[src/design/apq_pkg.sv]
package apq_pkg;

    // Field widths of one request and one response transaction.
    localparam int ID_W     = 16;
    localparam int PRIO_W   = 8;
    localparam int STATUS_W = 2;
    localparam int OCC_W    = 4;

    // Default number of slots.
    localparam int DEPTH_DEF = 8;

    // Request opcodes.
    localparam logic ACT_INSERT = 1'b0;
    localparam logic ACT_REMOVE = 1'b1;

    // Response status codes.
    localparam logic [STATUS_W-1:0] STATUS_DONE  = 2'd0;
    localparam logic [STATUS_W-1:0] STATUS_FULL  = 2'd1;
    localparam logic [STATUS_W-1:0] STATUS_EMPTY = 2'd2;

    typedef enum logic [1:0] {
        S_IDLE,
        S_SCAN,
        S_HOLD
    } state_t;

    // Running best entry that walks down the row of slots during a scan.
    typedef struct packed {
        logic              valid;
        logic              found;
        logic [PRIO_W-1:0] prio;
        logic [ID_W-1:0]   id;
    } probe_t;

endpackage

[src/design/apq_cell.sv]
module apq_cell
    import apq_pkg::*;
#(
    parameter int DEPTH = DEPTH_DEF,
    parameter int IDX   = 0,
    parameter int CNT_W = $clog2(DEPTH + 1),
    parameter int IDX_W = $clog2(DEPTH)
)
(
    input  logic              clk,
    input  logic              rst_n,
    input  logic [CNT_W-1:0]  cnt,
    input  logic              ins_en,
    input  logic [ID_W-1:0]   ins_id,
    input  logic [PRIO_W-1:0] ins_prio,
    input  logic              shift_en,
    input  logic [IDX_W-1:0]  best_idx,
    input  logic [ID_W-1:0]   nbr_id,
    input  logic [PRIO_W-1:0] nbr_prio,
    output logic [ID_W-1:0]   id,
    output logic [PRIO_W-1:0] prio,
    input  probe_t            probe_in,
    input  logic [IDX_W-1:0]  probe_idx_in,
    output probe_t            probe_out,
    output logic [IDX_W-1:0]  probe_idx_out
);

    localparam logic [CNT_W-1:0] MY_POS   = CNT_W'(IDX);
    localparam logic [CNT_W-1:0] NEXT_POS = CNT_W'(IDX + 1);
    localparam logic [IDX_W-1:0] MY_IDX   = IDX_W'(IDX);

    logic [ID_W-1:0]   id_reg, id_next;
    logic [PRIO_W-1:0] prio_reg, prio_next;
    probe_t            probe_reg, probe_next;
    logic [IDX_W-1:0]  pidx_reg, pidx_next;
    logic              occupied;
    logic              take;

    // A slot takes the running best when none is found yet, else only when
    // strictly larger, so ties keep the earlier entry.
    always_comb
    begin
        occupied = cnt > MY_POS;
        take     = probe_in.valid && occupied
                   && (!probe_in.found || (prio_reg > probe_in.prio));
        if (take)
        begin
            probe_next = '{valid: 1'b1, found: 1'b1, prio: prio_reg, id: id_reg};
            pidx_next  = MY_IDX;
        end
        else
        begin
            probe_next = probe_in;
            pidx_next  = probe_idx_in;
        end
    end

    // Insert fills slot cnt; slots from the removed entry on move up by one.
    always_comb
    begin
        id_next   = id_reg;
        prio_next = prio_reg;
        if (ins_en && (cnt == MY_POS))
        begin
            id_next   = ins_id;
            prio_next = ins_prio;
        end
        else if (shift_en && (MY_IDX >= best_idx) && (cnt > NEXT_POS))
        begin
            id_next   = nbr_id;
            prio_next = nbr_prio;
        end
    end

    always_ff @(posedge clk or negedge rst_n)
    begin
        if (!rst_n)
        begin
            probe_reg <= '0;
            pidx_reg  <= '0;
        end
        else
        begin
            probe_reg <= probe_next;
            pidx_reg  <= pidx_next;
        end
    end

    always_ff @(posedge clk)
    begin
        id_reg   <= id_next;
        prio_reg <= prio_next;
    end

    assign id            = id_reg;
    assign prio          = prio_reg;
    assign probe_out     = probe_reg;
    assign probe_idx_out = pidx_reg;

endmodule

[config.mk]
export PLATFORM = sky130hd
export DESIGN_NAME = apq_cell
export DESIGN_NICKNAME = d
export VERILOG_FILES = /design/src/design/apq_pkg.sv /design/src/design/apq_cell.sv
export SDC_FILE = /design/constraint.sdc
export NUM_CORES = 1
export LEC_CHECK = 0
export BUFFER_PORTS_ARGS = -buffer_cell sky130_fd_sc_hd__buf_2
export CORE_UTILIZATION = 45
export DETAILED_ROUTE_END_ITERATION = 16
export PLACE_DENSITY = 0.78
export SKIP_LAST_GASP = 1
export SYNTH_ARGS = -nofsm -noshare
export SYNTH_HDL_FRONTEND = slang
export SYNTH_SLANG_ARGS = --single-unit
export TNS_END_PERCENT = 100
[constraint.sdc]
create_clock -name clk -period 4.2 [get_ports clk]
set_clock_uncertainty 0.2 [all_clocks]
set_input_delay 0.42 -clock clk [delete_from_list [all_inputs] [get_ports clk]]
set_output_delay 0.42 -clock clk [all_outputs]
set_load 0.005 [all_outputs]
# Word-level counts from Yosys, hierarchy flattened
# Cells that the tools add are included.
[classes] magnitude_cmp=4 n_mux=6 reduce_logical=9
[ops] operator="2-to-1 mux 16 bit" n=2
[ops] operator="2-to-1 mux 26 bit" n=1
[ops] operator="2-to-1 mux 8 bit" n=2
[ops] operator="> comparator 4 x 1 -> 1 bit, second input constant" n=2
[ops] operator="> comparator 8 bit" n=1
[ops] operator="logical AND 1 bit" n=5
[ops] operator="zero test 4 bit" n=1
[ops] operator=">= comparator 1 x 3 -> 1 bit, first input constant" n=1
[ops] operator="2-to-1 mux 3 bit" n=1
[ops] operator="nonzero test 2 bit" n=1
[ops] operator="zero test 1 bit" n=1
[ops] operator="logical OR 1 bit" n=1
[word_totals] reg_bits=53 in_bits=88 out_inout_bits=53 elab_cells=26

# Logic depth before layout (Yosys ltp)
# Gate-level depths: netlist of run 1.
[logic_depth] depth_word=5 mapped_depth=8 ltp_nobuf=7

# Worst setup path before layout of run 1
# OpenSTA, ideal clock, no wires.
[synth_path] path_type="input to register" from="input port best_idx[0]" to="register id_reg[0], in the netlist id[0] (enable)" setup_ns=0.438 arrival_ns=2.826 required_time_ns=3.562 setup_slack_ns=0.736 cell_stages=2 n_path_buf=0 cell_sequence="or4b_2 > o21ai_0"
[synth_via] elab_chain_len=4
[synth_rtl] element="start: declaration" line_no="apq_cell.sv:17" text="input logic [IDX_W-1:0] best_idx,"
[synth_rtl] element=">= comparator 1 x 3 -> 1 bit" line_no="apq_cell.sv:68" text="else if (shift_en && (MY_IDX >= best_idx) && (cnt > NEXT_POS))"
[synth_rtl] element="logical AND 1 bit (2 in series)" line_no="apq_cell.sv:68"
[synth_rtl] element="nonzero test 2 bit (no source line)"
[synth_rtl] element="end signal: assignment" line_no="apq_cell.sv:91" text="id_reg <= id_next;"
[synth_rtl] element="end: declaration" line_no="apq_cell.sv:32" text="logic [ID_W-1:0] id_reg, id_next;"
# No other way between the ends.
# A chain may end at the register's enable or synchronous reset.

==> out/metrics.cfg, run 1 <==
[clocking]
clock-sinks=53
clk_pin_slew_ns=0.08
clock_path_buffers=2
clk_latency_ns=0.29
cts_buffers=5
cts_max_level=2
cts_resized=0
cts_root_buffer=clkbuf_8
cts_tree=done

[logic_synthesis]
synth_common_cells=mux2_2, dfrtp_1, edfxtp_1
synth_nets=240
post_synth.cell_area_avg_sq_um=16.6
yosys.area.top_type=dfrtp_1
synth_flop_cell=dfrtp_1
synth.distinct_cells=26
yosys_register_bits=53
yosys-top-cells-area=dfrtp_1, edfxtp_1, mux2_2, mux2_4, ha_1
seq_area_frac_synth=0.607
synth_async_sr_flop_share=0.547
ys_warn_count=0
synthesis.area_sq_um=2380
synth_edf_count=24
yosysMostFrequentCell=mux2_2
syn_inst=144
synth_top_cell_area_share=0.304

[global_routing]
grt-ovfl-total=0
antenna_found_initial=0
grt_first_pass_wirelength_um=7680
grt_usage=0.188
grt_max_degree=30
first_global_vias=1745

[timing]
final.setup.worst_slack_ns=1.42
setup_violations=0
slew_headroom=0.305
max_freq_ghz=0.360
period_share=0.662
period_minus_slack_ns=2.78
hold_viol_final=0
hold_ws_ns=0.0491
worst_slew_pin_slew_ns=1.04
rsz0062_at_grt=false
fin_setup_tns_ns=0
drv_slew=0

[detailed_routing]
vias=1721
drc=0
routed_via_density=4.78
firstDrtPassIters=4
ant_nets=0
routed_wl_um=5210
wire_per_inst_um=14.5
dr.first_iter.drc_count=40

[pwr]
power.density_nw_per_um2=318
leakagePower_nw=1.59
power_mw=1.03
vdd_drop_max_v=0.000191

[final_layout]
drive_gt1_frac=0.686
num_antenna_cells=0
final_cells=360
final_core_util=0.633
largest_register_ff_count=26
area_growth_pct=35.6
final_net_count=385
n_fill_cell=407
final_area_sq_um=3230

[placed_design]
placedCellCount=351
hpwl_um=4200
gp_congestion=0.831
io_buffer_count=140
place_ws_ns=1.30
placed_area_sq_um=3140

[critical_path]
path_class=flip-flop to flip-flop
crit_path_top_delay_cell=o21ai_4
cp-end-kind=flip-flop
regToRegStartpoint=prio[6]$_DFFE_PP_
path_cells=ha_1 > a21o_1 > nand2_1 > nand4b_2 > o21ai_4 > mux2_2
crit_required_ns=4.17
cp_max_fo=27
cp.arrival_ns=2.75
critical_path.top_delay_family=compound AO/OA/AOI/OAI gates
worst-path-buf-inv=0
critPathLaunch=prio[6]$_DFFE_PP_
max_stage_delay_ns=0.84
cp-start-kind=flip-flop

[floorplan]
die_h_um=74.8
dieArea_sq_um=5590
core.rowCount=26
core-area_sq_um=5110
ios=141
start_util=0.467
dieWidth_um=74.8

[outcome]
outcome=finished, final reports clean

[min_path]
min_path_type=input port to flip-flop
worstHoldStart=probe_in[25]

[flow_run]
maxCapViolations=0

[per-layer routing]
layer / wire (um) / track usage / vias to the layer above
li1: - / - / 814
met1: 1990 / 0.211 / 816
met2: 2780 / 0.334 / 79
met3: 343 / 0.0576 / 12
met4: 103 / 0.0734 / 0
met5: 0 / 0 / -
[layout make-up]
type / instances / area [sq um] / area share
clock inverter: 1 / 3.75 / 0.00116
multi-input combinational: 78 / 863 / 0.267
tap: 70 / 87.6 / 0.0271
sequential: 53 / 1450 / 0.447
clock buffer: 7 / 76.3 / 0.0236
inverter: 8 / 30.0 / 0.00929
timing repair buffer: 143 / 726 / 0.224
[worst reg2reg max path: cells and delay by family (launching register included)]
kind | cells | cell delay [ns]
simple gates | 2 | 0.22
compound gates | 2 | 1.03
mux | 1 | 0.44
flops | 1 | 0.43
fa+ha+maj | 1 | 0.35
[power by group]
group / switching [mW] / internal (mW) / total, mW
clock: 0.144 / 0.116 / 0.261
combinational: 0.0719 / 0.104 / 0.176
sequential: 0.0119 / 0.579 / 0.591
total: 0.228 / 0.800 / 1.03
[timing repair]
action | in CTS | in global routing
endpoints found under the setup margin | 0 | 0
setup buffers | 0 | 0
endpoints found under the hold margin | 29 | 0
hold buffers | 1 | 0
[worst paths after layout]
check	depth (start not counted)	slack (ns)	to
max	6	1.42	probe_out[5]$_DFF_PN0_
min	1	0.05	probe_out[25]$_DFF_PN0_
max reg2reg	6	1.42	probe_out[5]$_DFF_PN0_
min reg2reg	1	0.30	probe_out[2]$_DFF_PN0_
max in group asynchronous	2	2.89	probe_out[5]$_DFF_PN0_
min in group asynchronous	2	0.49	probe_out[4]$_DFF_PN0_
[cells in the final DEF (no fill, tap or decap), drive strengths merged, types with 2 or more instances in the layout]
master  synthesis  routed
a21oi           3       3
dfrtp          29      29
ha              8       8
inv             8       8
edfxtp         24      24
mux2           48      48
nand4           3       3
o21ai           2       2
buf             4     142
clkbuf          1       7
and2            3       3
[logic make-up after synthesis]
family	after synthesis	synth area share
mux	48	0.253
fa+ha+maj	8	0.0420
compound gates	8	0.0252
flops	53	0.607
simple gates	14	0.0399
buf+inv	13	0.0331
Power figures use the tool's default switching activity.
==> run 2: changes to the inputs <==
--- a/config.mk
+++ b/config.mk
@@ -6,9 +6,9 @@
 export NUM_CORES = 1
 export LEC_CHECK = 0
 export BUFFER_PORTS_ARGS = -buffer_cell sky130_fd_sc_hd__buf_2
-export CORE_UTILIZATION = 45
+export CORE_UTILIZATION = 43
 export DETAILED_ROUTE_END_ITERATION = 16
-export PLACE_DENSITY = 0.78
+export PLACE_DENSITY = 0.75
 export SKIP_LAST_GASP = 1
 export SYNTH_ARGS = -nofsm -noshare
 export SYNTH_HDL_FRONTEND = slang
==> constraint.sdc (replaced) <==
create_clock -name clk -period 2.6 [get_ports clk]
set_clock_uncertainty 0.2 [all_clocks]
set_input_delay 0.26 -clock clk [delete_from_list [all_inputs] [get_ports clk]]
set_output_delay 0.26 -clock clk [all_outputs]
set_load 0.005 [all_outputs]
==> out/metrics.cfg, run 2 (synthesized netlist as in run 1, its figures left out) <==
[pwr]
switching_power_uw=428  ; +88%
p_sw_frac=0.242  ; +0.0206
vdd_drop_max_v=0.000339  ; +78%
clock_power_share=0.272  ; +0.019
p_comb_frac=0.186  ; +0.015
leakagePower_nw=1.74  ; +9.5%
internal_power_mw=1.34  ; +67%
seqPwrFrac=0.542  ; -0.033
power.density_nw_per_um2=492  ; +55%

[timing]
slew_headroom=0.552  ; +0.248
drv_slew=0  ; unchanged
fin_setup_tns_ns=0  ; unchanged
hold_viol_final=0  ; unchanged
period_share=0.917
rsz0062_at_grt=false
period_minus_slack_ns=2.38
worst_slew_pin_slew_ns=0.671  ; -0.368 ns
hold_ws_ns=0.0406  ; -0.00844 ns
max_freq_ghz=0.419
setup_violations=0  ; unchanged

[critical_path]
path_class=input port to flip-flop
cp.arrival_ns=2.38  ; -0.37 ns
cp-start-kind=input port
critPathLaunch=probe_in[22]
crit_required_ns=2.59  ; -1.58 ns
cp_max_fo=20  ; -26%
cp-end-kind=flip-flop
regToRegStartpoint=prio[6]$_DFFE_PP_

[global_routing]
antenna_found_initial=0  ; unchanged
grt_first_pass_wirelength_um=9360  ; +22%
grt-ovfl-total=0  ; unchanged
first_global_vias=1938  ; +11%
grt_max_degree=30  ; unchanged
grt_usage=0.211  ; +0.0229

[final_layout]
n_fill_cell=388  ; -4.7%
num_antenna_cells=0  ; unchanged
area_growth_pct=50.4
final_cell_mix=buf_2, mux2_2, dlygate4sd3_1
multi_input_area_sq_um=863  ; unchanged
drive_gt1_frac=0.637  ; -0.0496
final_common_cell=buf_2
final_net_count=417  ; +8.3%
seq_area_sq_um=1450  ; unchanged
largest_register_ff_count=26  ; unchanged

[floorplan]
start_util=0.455  ; -0.0116
core-area_sq_um=5240  ; +2.5%
ios=141  ; unchanged
dieArea_sq_um=5850  ; +4.5%
die_h_um=76.5  ; +2.2%
dieWidth_um=76.5  ; +2.2%
core.rowCount=26  ; unchanged

[clocking]
clk_latency_ns=0.31  ; +0.02 ns
clock_path_buffers=2  ; unchanged
cts_tree=done
clock-sinks=53  ; unchanged
cts_resized=0  ; unchanged
cts_buffers=5  ; unchanged
cts_max_level=2  ; unchanged
cts_root_buffer=clkbuf_8
clk_pin_slew_ns=0.10  ; +0.02 ns

[detailed_routing]
routed_via_density=4.63  ; -3.1%
ant_nets=0  ; unchanged
routed_wl_um=5810  ; +11%
dr.first_iter.drc_count=35  ; -13%
vias=1815  ; +5.5%
firstDrtPassIters=5  ; +1
drc=0  ; unchanged
wire_per_inst_um=14.8  ; +2.4%

[placed_design]
hpwl_um=4260  ; +1.6%
io_buffer_count=140  ; unchanged
gp_congestion=0.766  ; -7.8%

[min_path]
worstHoldStart=ins_id[5]
min_path_type=input port to flip-flop

[flow_run]
maxCapViolations=0  ; unchanged

[outcome]
outcome=finished, final reports clean

[run 2: cell types whose count changed in the layout (fill, tap and decap cells not counted)]
cell	previous run	this run
buf_12	0	2
buf_4	2	3
clkbuf_1	2	0
clkinv_1	1	0
clkinv_4	0	2
dlygate4sd3_1	1	30
inv_6	0	1
[run 2: repair_timing]
item / 4_1_cts / 5_1_grt
endpoints found under the hold margin: 58 / 0
hold buffers: 30 / 0
setup buffers: 0 / 0
[run 2: critical path, cell delays in order]
cell	delay (ns)
dlygate4sd3_1	0.53
buf_2	0.12
inv_1	0.04
ha_1	0.30
a21o_1	0.18
nand2_1	0.07
nand4b_2	0.14
o21ai_4	0.20
buf_12	0.20
mux2_4	0.32
[run 2: area by class of cell]
type,instances,area share
clock buffers,5,0.0192
clock inverters,3,0.00733
inverters,8,0.00837
multi-input cells,78,0.241
flip-flops and latches,53,0.403
well taps,70,0.0244
repair buffers,175,0.297
[run 2: worst paths after layout]
check / to / slack (ns) / cells after the start
min reg2reg: probe_out[15]$_DFF_PN0_ / 0.32 / 1
max reg2reg: probe_out[8]$_DFF_PN0_ / 0.37 / 7
min: id[5]$_DFFE_PP_ / 0.04 / 2
max in group asynchronous: probe_out[1]$_DFF_PN0_ / 1.46 / 2
max: probe_out[8]$_DFF_PN0_ / 0.22 / 10
min in group asynchronous: probe_out[8]$_DFF_PN0_ / 0.31 / 2
[run 2: power groups by stage]
stage	clock, mW	sequential (mW)	combinational (mW)
floorplan	0	0.982	0.133
global placement	0	0.974	0.288
detailed placement	0	0.975	0.294
CTS	0.500	0.957	0.330
global route	0.525	0.964	0.357
finish	0.480	0.957	0.328
[run 2: through the flow]
step                      setup slack [ns]  power, mW  cell area (sq um)   util  instances
after floorplan                      0.367       1.11               2390      -        144
after global placement               0.322       1.26               3190  0.609        354
after detailed placement             0.269       1.27               3190  0.609        354
after CTS                            0.242       1.79               3590  0.685        392
after global routing                 0.125       1.85               3590  0.685        392
final                                0.215       1.77               3590  0.685        392
[run 2: per-layer routing]
layer | up-vias | part of all wire | global-route usage
met2 | 86 | 0.55 | 0.385
met4 | 0 | 0.017 | 0.0808
li1 | 884 | - | -
met1 | 834 | 0.36 | 0.227
met5 | - | 0 | 0
met3 | 11 | 0.070 | 0.0635
